$ cat config.mk
export PLATFORM = sky130hd
export DESIGN_NAME = rc_hopping_packet_framer_unit
export DESIGN_NICKNAME = d
export VERILOG_FILES = /design/src/rtl/rchpf_pkg.sv /design/src/rtl/rchpf_lane.sv /design/src/rtl/rchpf_merge.sv /design/src/rtl/rchpf_ser.sv /design/src/rtl/rc_hopping_packet_framer_unit.sv
export SDC_FILE = /design/constraint.sdc
export NUM_CORES = 2
export LEC_CHECK = 0
export ABC_CLOCK_PERIOD_IN_PS = 53300
export BUFFER_PORTS_ARGS = -buffer_cell sky130_fd_sc_hd__buf_2
export CORE_MARGIN = 1.5
export CORE_UTILIZATION = 50
export CTS_CLUSTER_DIAMETER = 80
export DETAILED_ROUTE_END_ITERATION = 12
export PLACE_DENSITY = 0.65
export REMOVE_ABC_BUFFERS = 1
export SLEW_MARGIN = 20
export SYNTH_ARGS = -nofsm -noshare
export SYNTH_HDL_FRONTEND = slang
export SYNTH_SLANG_ARGS = --single-unit
$ cat constraint.sdc
create_clock -name clk -period 53.3 [get_ports clk]
set_input_delay 7.995 -clock clk [delete_from_list [all_inputs] [get_ports clk]]
set_output_delay 7.995 -clock clk [all_outputs]
set_load 0.1 [all_outputs]
$ cat src/rtl/rchpf_pkg.sv
// Shared types, constants and tables for the hopping packet framer.
package rchpf_pkg;

  localparam int NUM_LANES    = 8;
  localparam int STICK_W      = 11;
  localparam int SW_W         = 4;
  localparam int PACKET_BYTES = 21;
  localparam int IDX_W        = 5;
  localparam int IN_W         = 96;
  localparam int OUT_W        = 56;
  localparam int USER_W       = 2;
  localparam int CFG_IDX_W    = 2;
  localparam int CFG_W        = 32;
  localparam int HOP_W        = 4;
  localparam int SEQ_W        = 4;
  localparam int BIND_W       = 12;

  localparam int CHAN_MAX_DEF = 500;
  localparam int CHAN_W       = 15;
  localparam int MAG_W        = 19;
  localparam int RECIP_W      = MAG_W + 1;
  localparam int SCALE_MUL    = 'h1f1;
  localparam logic [MAG_W-1:0] STICK_OFS = MAG_W'('h5d9);

  localparam logic [IDX_W-1:0] LAST_IDX = IDX_W'(PACKET_BYTES - 1);

  localparam logic [CFG_IDX_W-1:0] CFG_ID      = 2'd0;
  localparam logic [CFG_IDX_W-1:0] CFG_VARIANT = 2'd1;
  localparam logic [CFG_IDX_W-1:0] CFG_BIND    = 2'd2;

  localparam logic [1:0] VAR_NONE = 2'd0;
  localparam logic [1:0] VAR_V9X9 = 2'd1;
  localparam logic [1:0] VAR_V6X6 = 2'd2;
  localparam logic [1:0] VAR_V912 = 2'd3;

  localparam logic [BIND_W-1:0] BIND_DEF = 12'd2500;
  localparam logic [SEQ_W-1:0]  SEQ_LAST = 4'd9;

  localparam logic [7:0] HDR_BIND  = 8'haa;
  localparam logic [7:0] HDR_DATA  = 8'h55;
  localparam logic [7:0] BIND_CHAN = 8'h01;
  localparam logic [7:0] ID_ADJ    = 8'h70;
  localparam logic [3:0] ID_NIB_MAX = 4'h9;

  localparam logic [7:0] SEQ_BYTE_0 = 8'h14;
  localparam logic [7:0] SEQ_BYTE_1 = 8'h31;
  localparam logic [7:0] SEQ_BYTE_2 = 8'h40;
  localparam logic [7:0] SEQ_BYTE_N = 8'h49;

  typedef logic [PACKET_BYTES-1:0][7:0] bytes_t;

  typedef struct packed {
    bytes_t      bytes;
    logic [7:0]  rf_channel;
    logic        binding;
    logic        refresh_power;
    logic [31:0] packet_count;
  } pkt_t;

  localparam logic [7:0] HOP_TABLE [256] = '{
    8'h0a,8'h5a,8'h14,8'h64,8'h1e,8'h6e,8'h28,8'h78,8'h32,8'h82,8'h3c,8'h8c,8'h46,8'h96,8'h50,8'ha0,
    8'ha0,8'h50,8'h96,8'h46,8'h8c,8'h3c,8'h82,8'h32,8'h78,8'h28,8'h6e,8'h1e,8'h64,8'h14,8'h5a,8'h0a,
    8'h0a,8'h5a,8'h50,8'ha0,8'h14,8'h64,8'h46,8'h96,8'h1e,8'h6e,8'h3c,8'h8c,8'h28,8'h78,8'h32,8'h82,
    8'h82,8'h32,8'h78,8'h28,8'h8c,8'h3c,8'h6e,8'h1e,8'h96,8'h46,8'h64,8'h14,8'ha0,8'h50,8'h5a,8'h0a,
    8'h28,8'h78,8'h0a,8'h5a,8'h50,8'ha0,8'h14,8'h64,8'h1e,8'h6e,8'h3c,8'h8c,8'h32,8'h82,8'h46,8'h96,
    8'h96,8'h46,8'h82,8'h32,8'h8c,8'h3c,8'h6e,8'h1e,8'h64,8'h14,8'ha0,8'h50,8'h5a,8'h0a,8'h78,8'h28,
    8'h50,8'ha0,8'h28,8'h78,8'h0a,8'h5a,8'h1e,8'h6e,8'h3c,8'h8c,8'h32,8'h82,8'h46,8'h96,8'h14,8'h64,
    8'h64,8'h14,8'h96,8'h46,8'h82,8'h32,8'h8c,8'h3c,8'h6e,8'h1e,8'h5a,8'h0a,8'h78,8'h28,8'ha0,8'h50,
    8'h50,8'ha0,8'h46,8'h96,8'h3c,8'h8c,8'h28,8'h78,8'h0a,8'h5a,8'h32,8'h82,8'h1e,8'h6e,8'h14,8'h64,
    8'h64,8'h14,8'h6e,8'h1e,8'h82,8'h32,8'h5a,8'h0a,8'h78,8'h28,8'h8c,8'h3c,8'h96,8'h46,8'ha0,8'h50,
    8'h46,8'h96,8'h3c,8'h8c,8'h50,8'ha0,8'h28,8'h78,8'h0a,8'h5a,8'h1e,8'h6e,8'h32,8'h82,8'h14,8'h64,
    8'h64,8'h14,8'h82,8'h32,8'h6e,8'h1e,8'h5a,8'h0a,8'h78,8'h28,8'ha0,8'h50,8'h8c,8'h3c,8'h96,8'h46,
    8'h46,8'h96,8'h0a,8'h5a,8'h3c,8'h8c,8'h14,8'h64,8'h50,8'ha0,8'h28,8'h78,8'h1e,8'h6e,8'h32,8'h82,
    8'h82,8'h32,8'h6e,8'h1e,8'h78,8'h28,8'ha0,8'h50,8'h64,8'h14,8'h8c,8'h3c,8'h5a,8'h0a,8'h96,8'h46,
    8'h46,8'h96,8'h0a,8'h5a,8'h50,8'ha0,8'h3c,8'h8c,8'h28,8'h78,8'h1e,8'h6e,8'h32,8'h82,8'h14,8'h64,
    8'h64,8'h14,8'h82,8'h32,8'h6e,8'h1e,8'h78,8'h28,8'h8c,8'h3c,8'ha0,8'h50,8'h5a,8'h0a,8'h96,8'h46
  };

endpackage

$ cat src/rtl/rchpf_lane.sv
// Stick scaling lane: scale by a constant ratio, truncate, offset and clamp.
module rchpf_lane #(
  parameter int CHAN_MAX = rchpf_pkg::CHAN_MAX_DEF
) (
  input  logic                                clk,
  input  logic                                en,
  input  logic signed [rchpf_pkg::STICK_W-1:0] stick,
  output logic [15:0]                         word,
  output logic                                on
);
  import rchpf_pkg::*;

  localparam logic [RECIP_W-1:0] RECIP = RECIP_W'((1 << MAG_W) / CHAN_MAX);
  localparam logic [CHAN_W-1:0]  CDIV  = CHAN_W'(CHAN_MAX);

  logic [STICK_W-1:0]       s_abs;
  logic [MAG_W-1:0]         mag1, mag2;
  logic                     neg1, neg2, on1, on2;
  logic [MAG_W-1:0]         q2;
  logic [MAG_W+RECIP_W-1:0] prod;
  logic [MAG_W+CHAN_W-1:0]  back;
  logic [MAG_W-1:0]         rem, q;
  logic [MAG_W-1:0]         val;

  assign s_abs = stick[STICK_W-1] ? (~stick + 1'b1) : stick;
  assign prod  = mag1 * RECIP;
  assign back  = q2 * CDIV;
  assign rem   = mag2 - back[MAG_W-1:0];
  assign q     = q2 + MAG_W'(rem >= MAG_W'(CDIV));

  always_comb begin
    if (!neg2) begin
      val = q + STICK_OFS;
    end else if (q > STICK_OFS) begin
      val = '0;
    end else begin
      val = STICK_OFS - q;
    end
  end

  always_ff @(posedge clk) begin
    if (en) begin
      mag1 <= MAG_W'(s_abs * SCALE_MUL);
      neg1 <= stick[STICK_W-1];
      on1  <= !stick[STICK_W-1] && (stick != '0);
      mag2 <= mag1;
      neg2 <= neg1;
      on2  <= on1;
      q2   <= prod[MAG_W +: MAG_W];
      word <= val[15:0];
      on   <= on2;
    end
  end

endmodule

$ cat src/rtl/rchpf_merge.sv
// Packet assembly: merge lane words, variant flags, bind and hop state.
module rchpf_merge (
  input  logic                                          clk,
  input  logic                                          rst,
  input  logic                                          cfg_we,
  input  logic [rchpf_pkg::CFG_IDX_W-1:0]               cfg_index,
  input  logic [rchpf_pkg::CFG_W-1:0]                   cfg_data,
  input  logic                                          fire,
  input  logic [rchpf_pkg::NUM_LANES-1:0][15:0]         words,
  input  logic [rchpf_pkg::NUM_LANES-1:0]               ons,
  input  logic [rchpf_pkg::SW_W-1:0]                    sw,
  output rchpf_pkg::pkt_t                               pkt
);
  import rchpf_pkg::*;

  logic [31:0]       controller_id;
  logic [1:0]        variant;
  logic [BIND_W-1:0] bind_left;
  logic [HOP_W-1:0]  hop_column;
  logic [31:0]       sent_count;
  logic [SEQ_W-1:0]  frame_seq;

  logic [31:0]       id_adj;
  logic              binding;
  logic [HOP_W-1:0]  hop_column_next;
  logic [31:0]       sent_count_next;
  logic [SEQ_W-1:0]  frame_seq_next;
  logic [7:0]        seq_byte;
  bytes_t            b;

  assign id_adj  = (controller_id[7:4] > ID_NIB_MAX) ? controller_id - 32'(ID_ADJ)
                                                     : controller_id;
  assign binding = bind_left != '0;
  assign hop_column_next = binding ? hop_column : hop_column + 1'b1;
  assign sent_count_next = binding ? sent_count : sent_count + 1'b1;

  always_comb begin
    if (variant != VAR_V912) begin
      frame_seq_next = frame_seq;
    end else if (frame_seq >= SEQ_LAST) begin
      frame_seq_next = '0;
    end else begin
      frame_seq_next = frame_seq + 1'b1;
    end
  end

  always_comb begin
    case (frame_seq_next)
      4'd0:    seq_byte = SEQ_BYTE_0;
      4'd1:    seq_byte = SEQ_BYTE_1;
      4'd2:    seq_byte = SEQ_BYTE_2;
      default: seq_byte = SEQ_BYTE_N;
    endcase
  end

  always_comb begin
    b    = '0;
    b[0] = binding ? HDR_BIND : HDR_DATA;
    b[1] = id_adj[7:0];
    b[2] = id_adj[15:8];
    b[3] = id_adj[23:16];
    b[4] = id_adj[31:24];
    for (int i = 0; i < NUM_LANES; i++) begin
      b[5 + 2 * i] = words[i][7:0];
      b[6 + 2 * i] = words[i][15:8];
    end
    case (variant)
      VAR_V9X9: begin
        b[12] = b[12] | {2'b00, ons[4], ons[7], 4'h0};
        b[10] = b[10] | {ons[6], ons[5], 6'h00};
      end
      VAR_V6X6: begin
        b[13] = {2'b00, sw[0], 5'h00};
        b[14] = {ons[5] | sw[0], ons[4], 1'b0, ons[6], sw[1], sw[2], sw[3], ons[7]};
        b[15] = 8'h10;
        b[16] = 8'h10;
        b[17] = 8'haa;
        b[18] = 8'haa;
        b[19] = 8'h60;
        b[20] = 8'h02;
      end
      VAR_V912: begin
        b[12] = b[12] | 8'h20;
        b[13] = 8'h00;
        b[14] = {ons[4], ons[5], 6'h00};
        b[15] = 8'h27;
        b[16] = 8'h03;
        b[17] = seq_byte;
        b[18] = (frame_seq_next == '0) ? 8'h02 : 8'h00;
        b[19] = 8'h00;
        b[20] = 8'h00;
      end
      default: ;
    endcase
  end

  always_comb begin
    pkt.bytes         = b;
    pkt.binding       = binding;
    pkt.rf_channel    = binding ? BIND_CHAN
                        : HOP_TABLE[{id_adj[3:0], hop_column}] - {4'h0, id_adj[7:4]};
    pkt.refresh_power = !binding && (hop_column_next == '0);
    pkt.packet_count  = sent_count_next;
  end

  always_ff @(posedge clk) begin
    if (rst) begin
      controller_id <= '0;
      variant       <= VAR_NONE;
      bind_left     <= BIND_DEF;
      hop_column    <= '0;
      sent_count    <= '0;
      frame_seq     <= '0;
    end else if (cfg_we) begin
      unique case (cfg_index)
        CFG_ID:      controller_id <= cfg_data;
        CFG_VARIANT: variant       <= cfg_data[1:0];
        CFG_BIND:    bind_left     <= cfg_data[BIND_W-1:0];
        default: ;
      endcase
    end else if (fire) begin
      bind_left  <= binding ? bind_left - 1'b1 : bind_left;
      hop_column <= hop_column_next;
      sent_count <= sent_count_next;
      frame_seq  <= frame_seq_next;
    end
  end

endmodule

$ cat src/rtl/rchpf_ser.sv
// Packet serializer: one pending packet slot and one output packet slot.
module rchpf_ser (
  input  logic                            clk,
  input  logic                            rst,
  input  logic                            in_valid,
  input  rchpf_pkg::pkt_t                 in_pkt,
  output logic                            in_ready,
  output logic                            m_tvalid,
  input  logic                            m_tready,
  output logic [rchpf_pkg::OUT_W-1:0]     m_tdata,
  output logic [rchpf_pkg::USER_W-1:0]    m_tuser,
  output logic                            m_tlast
);
  import rchpf_pkg::*;

  pkt_t             pend, cur;
  logic             pend_valid, cur_valid;
  logic [IDX_W-1:0] idx;
  logic             done, cur_load;

  assign done     = m_tvalid && m_tready && (idx == LAST_IDX);
  assign cur_load = pend_valid && (!cur_valid || done);
  assign in_ready = !pend_valid || cur_load;

  assign m_tvalid = cur_valid;
  assign m_tlast  = idx == LAST_IDX;
  assign m_tdata  = {3'b000, cur.packet_count, cur.rf_channel, idx, cur.bytes[idx]};
  assign m_tuser  = {cur.refresh_power, cur.binding};

  always_ff @(posedge clk) begin
    if (rst) begin
      pend_valid <= 1'b0;
      cur_valid  <= 1'b0;
      idx        <= '0;
    end else begin
      if (in_valid && in_ready) begin
        pend_valid <= 1'b1;
      end else if (cur_load) begin
        pend_valid <= 1'b0;
      end
      if (cur_load) begin
        cur_valid <= 1'b1;
      end else if (done) begin
        cur_valid <= 1'b0;
      end
      if (done) begin
        idx <= '0;
      end else if (m_tvalid && m_tready) begin
        idx <= idx + 1'b1;
      end
    end
  end

  always_ff @(posedge clk) begin
    if (in_valid && in_ready) begin
      pend <= in_pkt;
    end
    if (cur_load) begin
      cur <= pend;
    end
  end

endmodule

$ cat src/rtl/rc_hopping_packet_framer_unit.sv
// Top level of the hopping packet framer: lanes, merge and serializer.
//
// Usage:
//   Slave stream: one tick beat carries eight 11-bit signed sticks and four
//   extra switch bits. Master stream: each tick yields 21 beats, one packet
//   byte each, with byte index, RF channel and packet count in tdata,
//   bind and power-refresh flags in tuser, and tlast on byte 20.
//   Configuration writes (ID, variant, bind count) go through cfg_we while
//   the block is idle; a bind count write also restarts the bind phase.
//   Path: the tick passes the lane stages, the pending slot and the output
//   slot before its first byte is offered.
//   Throughput: one byte per cycle while tready stays high, set by the
//   serializer; a second tick is taken and assembled while the first is
//   still being sent, and three more wait in the lane pipeline.
//   Reset: synchronous; clears all queued beats, the ID, variant, hop column,
//   sequence and packet count, and reloads the bind count with 2500.
//   Stall: a dropped tready holds the current byte; with the pending slot full,
//   no packet finishing and a tick in the last lane stage, s_tready drops.
module rc_hopping_packet_framer_unit #(
  parameter int CHAN_MAX = rchpf_pkg::CHAN_MAX_DEF
) (
  input  logic                               clk,
  input  logic                               rst,
  // stick_0..stick_7 (11 bits each), extra_switches (4), zero fill
  input  logic [rchpf_pkg::IN_W-1:0]         s_tdata,
  input  logic                               s_tvalid,
  output logic                               s_tready,
  // packet_byte (8), byte_index (5), rf_channel (8), packet_count (32), zero fill
  output logic [rchpf_pkg::OUT_W-1:0]        m_tdata,
  // binding, refresh_power
  output logic [rchpf_pkg::USER_W-1:0]       m_tuser,
  output logic                               m_tlast,
  output logic                               m_tvalid,
  input  logic                               m_tready,
  input  logic                               cfg_we,
  input  logic [rchpf_pkg::CFG_IDX_W-1:0]    cfg_index,
  input  logic [rchpf_pkg::CFG_W-1:0]        cfg_data
);
  import rchpf_pkg::*;

  logic                             v1, v2, v3;
  logic [SW_W-1:0]                  sw1, sw2, sw3;
  logic                             advance, ser_ready;
  logic [NUM_LANES-1:0][15:0]       words;
  logic [NUM_LANES-1:0]             ons;
  pkt_t                             pkt;

  assign advance  = !v3 || ser_ready;
  assign s_tready = advance && !rst;

  for (genvar g = 0; g < NUM_LANES; g++) begin : g_lane
    rchpf_lane #(.CHAN_MAX(CHAN_MAX)) u_lane (
      .clk   (clk),
      .en    (advance),
      .stick (s_tdata[g*STICK_W +: STICK_W]),
      .word  (words[g]),
      .on    (ons[g])
    );
  end

  always_ff @(posedge clk) begin
    if (rst) begin
      v1 <= 1'b0;
      v2 <= 1'b0;
      v3 <= 1'b0;
    end else if (advance) begin
      v1 <= s_tvalid;
      v2 <= v1;
      v3 <= v2;
    end
  end

  always_ff @(posedge clk) begin
    if (advance) begin
      sw1 <= s_tdata[NUM_LANES*STICK_W +: SW_W];
      sw2 <= sw1;
      sw3 <= sw2;
    end
  end

  rchpf_merge u_merge (
    .clk       (clk),
    .rst       (rst),
    .cfg_we    (cfg_we),
    .cfg_index (cfg_index),
    .cfg_data  (cfg_data),
    .fire      (v3 && ser_ready),
    .words     (words),
    .ons       (ons),
    .sw        (sw3),
    .pkt       (pkt)
  );

  rchpf_ser u_ser (
    .clk      (clk),
    .rst      (rst),
    .in_valid (v3),
    .in_pkt   (pkt),
    .in_ready (ser_ready),
    .m_tvalid (m_tvalid),
    .m_tready (m_tready),
    .m_tdata  (m_tdata),
    .m_tuser  (m_tuser),
    .m_tlast  (m_tlast)
  );

endmodule

== After elaboration in Yosys (flattened, before gate mapping) ==
Memories as Yosys holds them, arrays and structs flattened.
Cells that the tools add are included.

* Add/subtract/negate cells: 47
* $mul: 24
* Magnitude comparators: 20
* Equality and inequality tests: 10
* Multiplexer cells: 47
* Bitwise gates (word level): 13
* Reductions and logical operators: 39

{| class="wikitable"
|+ Operators with widths
! operator !! count
|-
| 2-to-1 mux 16 bit || 16
|-
| multiplier 19 x 8 -> 27 bit, second input constant || 8
|-
| greater-or-equal comparator 19 x 9 -> 1 bit, second input constant || 8
|-
| greater-than comparator 19 x 11 -> 1 bit, second input constant || 8
|-
| multiplier 11 x 9 -> 19 bit, second input constant || 8
|-
| subtractor 19 bit || 8
|-
| multiplier 11 x 7 -> 17 bit, second input constant || 8
|-
| adder 16 x 11 -> 16 bit, second input constant || 8
|-
| one-hot mux 64 bit (2 select lines) || 1
|-
| subtractor 11 x 16 -> 16 bit, first input constant || 8
|-
| adder 11 x 1 -> 12 bit || 8
|-
| adder 11 x 1 -> 11 bit, second input constant || 8
|-
| 2-to-1 mux 11 bit || 8
|-
| NOT 11 bit || 8
|-
| 2-to-1 mux 32 bit || 2
|-
| 2-to-1 mux 12 bit || 4
|-
| nonzero test 11 bit || 4
|-
| binary-select mux 8 bit (select 5 bit) || 1
|-
| 2-to-1 mux 8 bit || 5
|-
| adder 32 x 1 -> 32 bit, second input constant || 1
|-
| subtractor 32 x 7 -> 32 bit, second input constant || 1
|-
| one-hot mux 7 bit (3 select lines) || 1
|-
| one-hot mux 8 bit (2 select lines) || 1
|-
| 2-to-1 mux 4 bit || 3
|-
| 32 further kinds || 64
|}

* Flip-flop bits (word level): 1076
* Bits in read-only memories: 2048
* Input bits: 135
* Output and inout bits: 61
* Word-level logic and storage cells: 326
* Memories kept: 1

{| class="wikitable"
|+ Memory list
! memory !! depth !! bits a word !! rd ports !! clocked after Yosys merged registers in !! wr ports !! line !! RTL
|-
| (no name shown) || 256 || 8 || 1 || 0 || 0 || rchpf_merge.sv:101 || <nowiki>: HOP_TABLE[{id_adj[3:0], hop_column}] - {4'h0, id_adj[7:4]};</nowiki>
|}

== Depth between registers and ports, before layout ==
* Word-level depth: 8
* Depth in mapped cells: 39
* Mapped depth without buffers: 37

== Modules after synthesis ==
A second synthesis with hierarchy kept.

* Cell total of the unflattened synthesis: 8671
* Area total of the unflattened synthesis: 92595.1 sq um

{| class="wikitable"
|+ Modules (own cells, without submodules)
! module !! times used !! cells each !! area an instance (sq um) !! sequential area each (sq um)
|-
| rchpf_lane at g_lane[0].u_lane ... || 3 || 857 || 8689.6 || 1981.9
|-
| rchpf_lane at g_lane[5].u_lane ... || 2 || 849 || 8564.5 || 1981.9
|-
| rchpf_ser || 1 || 668 || 14760.4 || 12752.2
|-
| rchpf_lane at g_lane[4].u_lane || 1 || 852 || 8690.8 || 1981.9
|-
| rchpf_lane at g_lane[2].u_lane || 1 || 851 || 8682.1 || 1981.9
|-
| rchpf_lane at g_lane[7].u_lane || 1 || 836 || 8458.1 || 1981.9
|-
| rchpf_merge || 1 || 1169 || 8305.5 || 1721.7
|-
| rc_hopping_packet_framer_unit || 1 || 26 || 500.5 || 420.4
|}

== Worst setup path after synthesis ==
OpenSTA, ideal clock, no wires.

* Path kind: in2reg
* Start point: in m_tready
* End point: reg g_lane[0].u_lane.mag1[0] (enable)
* Library setup time: 5.100 ns
* Data arrival time: 19.930 ns
* Data required time: 48.200 ns
* Setup slack: 28.269 ns
* Cell stages on the path: 3
* Buffers on the path: 0
* Path through: inv_1 o21a_1 nand3_1

* Longest elaborated chain between the ends: 6

{| class="wikitable"
|+ RTL lines
! element !! line !! RTL
|-
| start: declaration || rc_hopping_packet_framer_unit.sv:34 || <nowiki>input logic m_tready,</nowiki>
|-
| logical AND 1 bit (2 in series) || rchpf_ser.sv:21 || <nowiki>assign done = m_tvalid && m_tready && (idx == LAST_IDX);</nowiki>
|-
| logical OR 1 bit || rchpf_ser.sv:22 || <nowiki>assign cur_load = pend_valid && (!cur_valid || done);</nowiki>
|-
| logical AND 1 bit || rchpf_ser.sv:22 ||
|-
| logical OR 1 bit || rchpf_ser.sv:23 || <nowiki>assign in_ready = !pend_valid || cur_load;</nowiki>
|-
| logical OR 1 bit || rc_hopping_packet_framer_unit.sv:48 || <nowiki>assign advance = !v3 || ser_ready;</nowiki>
|-
| end signal: assignment || rchpf_lane.sv:43 || <nowiki>mag1 <= MAG_W'(s_abs * SCALE_MUL);</nowiki>
|-
| end: declaration || rchpf_lane.sv:17 || <nowiki>logic [MAG_W-1:0] mag1, mag2;</nowiki>
|}

No other way between the ends.
A chain may end at the register's enable or synchronous reset.

== Worst setup path after layout ==
* Start point: in m_tready
* End point: out s_tready

* Longest elaborated chain between the ends: 7

{| class="wikitable"
|+ RTL lines
! element !! line !! RTL
|-
| logical AND 1 bit (2 in series) || rchpf_ser.sv:21 ||
|-
| logical OR 1 bit || rchpf_ser.sv:22 ||
|-
| logical AND 1 bit || rchpf_ser.sv:22 ||
|-
| logical OR 1 bit || rchpf_ser.sv:23 ||
|-
| logical OR 1 bit || rc_hopping_packet_framer_unit.sv:48 ||
|-
| logical AND 1 bit || rc_hopping_packet_framer_unit.sv:49 || <nowiki>assign s_tready = advance && !rst;</nowiki>
|-
| end: declaration || rc_hopping_packet_framer_unit.sv:27 || <nowiki>output logic s_tready,</nowiki>
|}

No other way between the ends.

==> impl_metrics.xml <==
<?xml version="1.0" encoding="UTF-8"?>
<metrics>
  <group name="final_layout">
    <metric name="nFillCells" unit="">15490</metric>
    <metric name="syn2layout_area_growth" unit="%">7.766</metric>
    <metric name="finalNonFillerCells" unit="">11120</metric>
    <metric name="multiInputGateArea" unit="mm2">0.05396</metric>
    <metric name="fraction_of_layout_instances_using_a_drive_strength_above_1" unit="">0.05849</metric>
    <metric name="regArea" unit="mm2">0.02938</metric>
    <metric name="leading_cell_types_in_the_layout_fill_and_taps_excluded" unit="">inv_1 (1443), ha_1 (1329), edfxtp_1 (914), fa_1 (641), nand2_1 (494)</metric>
    <metric name="nNetsFinal" unit="">10760</metric>
    <metric name="final_common_cell" unit="">inv_1</metric>
  </group>
  <group name="die">
    <metric name="coreArea" unit="mm2">0.1784</metric>
    <metric name="initial_core_util" unit="">0.5035</metric>
    <metric name="row_count" unit="">155</metric>
    <metric name="chipWidth" unit="um">426.9</metric>
    <metric name="die-height" unit="um">426.9</metric>
    <metric name="design.die.area" unit="mm2">0.1822</metric>
    <metric name="floorplan.io_pins" unit="">196</metric>
  </group>
  <group name="route">
    <metric name="number_of_nets_still_failing_antenna_checks_after_routing" unit="">0</metric>
    <metric name="detail_route.wl_per_cell" unit="um">16.21</metric>
    <metric name="drt_drc_violations_left" unit="">0</metric>
    <metric name="routed-via-count" unit="">59670</metric>
    <metric name="drt-vias-per-instance" unit="">5.369</metric>
    <metric name="routed_wl" unit="mm">180.2</metric>
    <metric name="pre_antenna_drt_iters" unit="">5</metric>
    <metric name="dr.first_iter.drc_count" unit="">3382</metric>
  </group>
  <group name="placement">
    <metric name="placedCellCount" unit="">10900</metric>
    <metric name="place.detailed.hpwl" unit="mm">141.2</metric>
    <metric name="io_buffer_count" unit="">188</metric>
    <metric name="globalplace.congestion" unit="">0.8931</metric>
  </group>
  <group name="sta">
    <metric name="grt_setup_unrepaired" unit="">false</metric>
    <metric name="worst-slew-pin-transition" unit="ps">1169</metric>
    <metric name="slew_viol_final" unit="">0</metric>
    <metric name="max_slew_margin" unit="">0.2181</metric>
    <metric name="fin_worst_skew" unit="ps">114.7</metric>
    <metric name="minimum_hold_slack" unit="ps">329.3</metric>
    <metric name="setup_total_negative_slack" unit="ps">0</metric>
    <metric name="min_period_over_period" unit="">0.3222</metric>
    <metric name="period_needed" unit="ps">17180</metric>
    <metric name="final_setup_viols" unit="">0</metric>
    <metric name="hold_violations" unit="">0</metric>
    <metric name="achievable-frequency" unit="MHz">58.22</metric>
  </group>
  <group name="global_route">
    <metric name="groute.layer.met3.usage" unit="">0.01880</metric>
    <metric name="grt.met1_usage" unit="">0.2620</metric>
    <metric name="total_grt_overflow" unit="">0</metric>
    <metric name="grt.busiest_layer" unit="">met2</metric>
    <metric name="largest_net_degree_at_the_start_of_global_routing" unit="">191</metric>
    <metric name="first_pass_grt_wire_length" unit="mm">300.3</metric>
    <metric name="grt_antenna_before_repair" unit="">12</metric>
    <metric name="grt.met2_usage" unit="">0.3499</metric>
    <metric name="via_count_of_the_first_global_routing_pass" unit="">60640</metric>
    <metric name="grt_use_total" unit="">0.2002</metric>
  </group>
  <group name="critical_path">
    <metric name="reg2reg_setup_slack" unit="ps">43770</metric>
    <metric name="critPathKind" unit="">in -&gt; out</metric>
    <metric name="worstRegToRegCells" unit="">35</metric>
    <metric name="end_of_the_worst_register_to_register_path" unit="">g_lane[7].u_lane.word[3]</metric>
    <metric name="startpoint_type" unit="">input port</metric>
    <metric name="worst_ep_required_time" unit="ps">45310</metric>
    <metric name="cp_max_fo" unit="">6</metric>
    <metric name="worst-endpoint-arrival" unit="ps">9180</metric>
    <metric name="critical_path_endpoint_category" unit="">primary output</metric>
    <metric name="critical_path.reg2reg.startpoint" unit="">g_lane[7].u_lane.q2[0]</metric>
  </group>
  <group name="clock_tree">
    <metric name="maximum_level_of_the_cts_h_tree" unit="">3</metric>
    <metric name="cts_tree" unit="">done</metric>
    <metric name="cts_hold_repair.buffers" unit="">0</metric>
    <metric name="ctsLongestPathBuffers" unit="">3</metric>
    <metric name="cts_root_buf" unit="">clkbuf_16</metric>
    <metric name="cts_made_buffers" unit="">111</metric>
    <metric name="worst_setup_hold_path_clk_slew" unit="ps">60</metric>
    <metric name="cts_resized" unit="">0</metric>
    <metric name="cts_setup_buffers" unit="">0</metric>
    <metric name="clock_latency" unit="ps">810</metric>
    <metric name="clock-sinks" unit="">1010</metric>
  </group>
  <group name="hold_path">
    <metric name="hold_path_class" unit="">reg -&gt; reg</metric>
    <metric name="hp-start" unit="">u_ser.pend[73]</metric>
    <metric name="hold_end" unit="">u_ser.cur[73]</metric>
    <metric name="worst_hold_path_cells" unit="">0</metric>
  </group>
  <group name="synthesis">
    <metric name="synthFlopType" unit="">edfxtp_1</metric>
    <metric name="mapped_cell_area" unit="mm2">0.08984</metric>
    <metric name="number_of_synthesized_flops_with_an_enable_pin" unit="">914</metric>
    <metric name="post_synth.cell_area_avg" unit="um2">10.53</metric>
    <metric name="yosysSeqAreaShare" unit="">0.3269</metric>
    <metric name="syn_inst" unit="">8530</metric>
    <metric name="synthDistinctLibCells" unit="">99</metric>
    <metric name="number_of_register_bits_inferred_by_synthesis" unit="">1010</metric>
    <metric name="synth-async-reset-ratio" unit="">0</metric>
    <metric name="number_of_warnings_printed_during_yosys_synthesis" unit="">0</metric>
  </group>
  <group name="status">
    <metric name="outcome" unit="">complete, no violations</metric>
  </group>
  <group name="run">
    <metric name="drv.max_cap_violation_count" unit="">0</metric>
  </group>
</metrics>
==> through the flow <==
step                area (um2)  utilization  setup WS [ps]
detailed placement       92920       0.5208          36120
finish                   96810       0.5426          36120
CTS                      96770       0.5424          36110
global placement         92920       0.5208          36140
global route             96810       0.5426          36030
floorplan                88740            -          28270
==> state kept, by name (all words and copies together) (netlist names), 5 cells and up <==
name and count:
g_lane.u_lane.mag1 152, g_lane.u_lane.mag2 136, g_lane.u_lane.neg1 8, g_lane.u_lane.neg2 8
g_lane.u_lane.q2 88, g_lane.u_lane.word 112, u_merge.bind_left 12, u_merge.controller_id 32
u_merge.sent_count 32, u_ser.cur 152, u_ser.idx 5, u_ser.m_tdata 40
u_ser.pend 193
==> worst max path at each step <==
stage | from | cells after the start | endpoint | slack [ps]
after CTS | m_tready | 5 | s_tready | 36110
after global placement | m_tready | 5 | s_tready | 36140
after detailed placement | m_tready | 5 | s_tready | 36120
after floorplan | m_tready | 3 | g_lane[0].u_lane.mag1[0] | 28270
final | m_tready | 5 | s_tready | 36120
after global routing | m_tready | 5 | s_tready | 36030
==> cell families after synthesis <==
family,after synthesis,synth area share
compound gates,1418,0.09989
xor+xnor,674,0.06571
fa+ha+maj,1970,0.3279
buf+inv,1656,0.07278
flops,1010,0.3269
mux,90,0.01514
other cells,1,0.00004174
simple gates,1711,0.09160
==> worst max-delay path, stage by stage <==
cell and delay (ps):
buf_2 140, inv_1 60, o21a_1 290, a31oi_1 200, buf_2 490
==> synth_stat cells (15+ instances only) <==
| cell type | count | area share |
|---|---|---|
| fa_1 | 641 | 0.14 |
| o21bai_1 | 25 | 0.0021 |
| nor3_1 | 132 | 0.0074 |
| o21a_1 | 50 | 0.0042 |
| buf_2 | 15 | 0.00084 |
| o31ai_1 | 38 | 0.0032 |
| o211ai_1 | 28 | 0.0023 |
| mux4_2 | 36 | 0.0090 |
| a22oi_1 | 20 | 0.0017 |
| clkbuf_1 | 120 | 0.0050 |
| o22ai_1 | 92 | 0.0064 |
| or2_2 | 35 | 0.0024 |
| o31a_1 | 22 | 0.0021 |
| o2111ai_1 | 16 | 0.0016 |
| nor4_1 | 26 | 0.0018 |
| a31oi_1 | 56 | 0.0039 |
| o21ai_0 | 369 | 0.021 |
| mux2i_1 | 47 | 0.0052 |
| xnor2_1 | 486 | 0.047 |
| and3_1 | 46 | 0.0032 |
| a21boi_0 | 22 | 0.0018 |
| a211oi_1 | 57 | 0.0048 |
| nor2_1 | 415 | 0.017 |
| inv_1 | 1444 | 0.060 |
| ha_1 | 1329 | 0.19 |
| nand4_1 | 42 | 0.0029 |
| nor2b_1 | 99 | 0.0069 |
| nand2b_1 | 88 | 0.0061 |
| dfxtp_1 | 96 | 0.021 |
| or3_1 | 59 | 0.0041 |
| nand3_1 | 175 | 0.0097 |
| edfxtp_1 | 914 | 0.31 |
| o41ai_1 | 25 | 0.0024 |
| o221ai_1 | 22 | 0.0021 |
| a211o_1 | 18 | 0.0018 |
| a21oi_1 | 363 | 0.020 |
| nand2_1 | 494 | 0.021 |
| buf_4 | 47 | 0.0039 |
| a21o_1 | 73 | 0.0061 |
| xor2_1 | 188 | 0.018 |
| and2_1 | 24 | 0.0017 |
==> area by class of cell <==
type / instances / area share
Clock inverter: 88 / 0.01064
Inverter: 1447 / 0.05618
Sequential cell: 1010 / 0.3034
Clock buffer: 122 / 0.02912
Multi-Input combinational cell: 5866 / 0.5574
Tap cell: 2355 / 0.03044
Antenna cell: 6 / 0.0001551
Timing Repair Buffer: 221 / 0.01264
==> metal layers <==
| layer | routed length, um | vias to the layer above | part of all wire |
|---|---|---|---|
| met5 | 7 | - | 0.000039 |
| met4 | 4977 | 2 | 0.028 |
| met3 | 6109 | 272 | 0.034 |
| met2 | 88260 | 981 | 0.49 |
| met1 | 80850 | 28860 | 0.45 |
| li1 | - | 29560 | - |
Power is left out: the tool's default activity adds up to more than one toggle a clock period on the data nets, which glitch-free logic cannot reach.
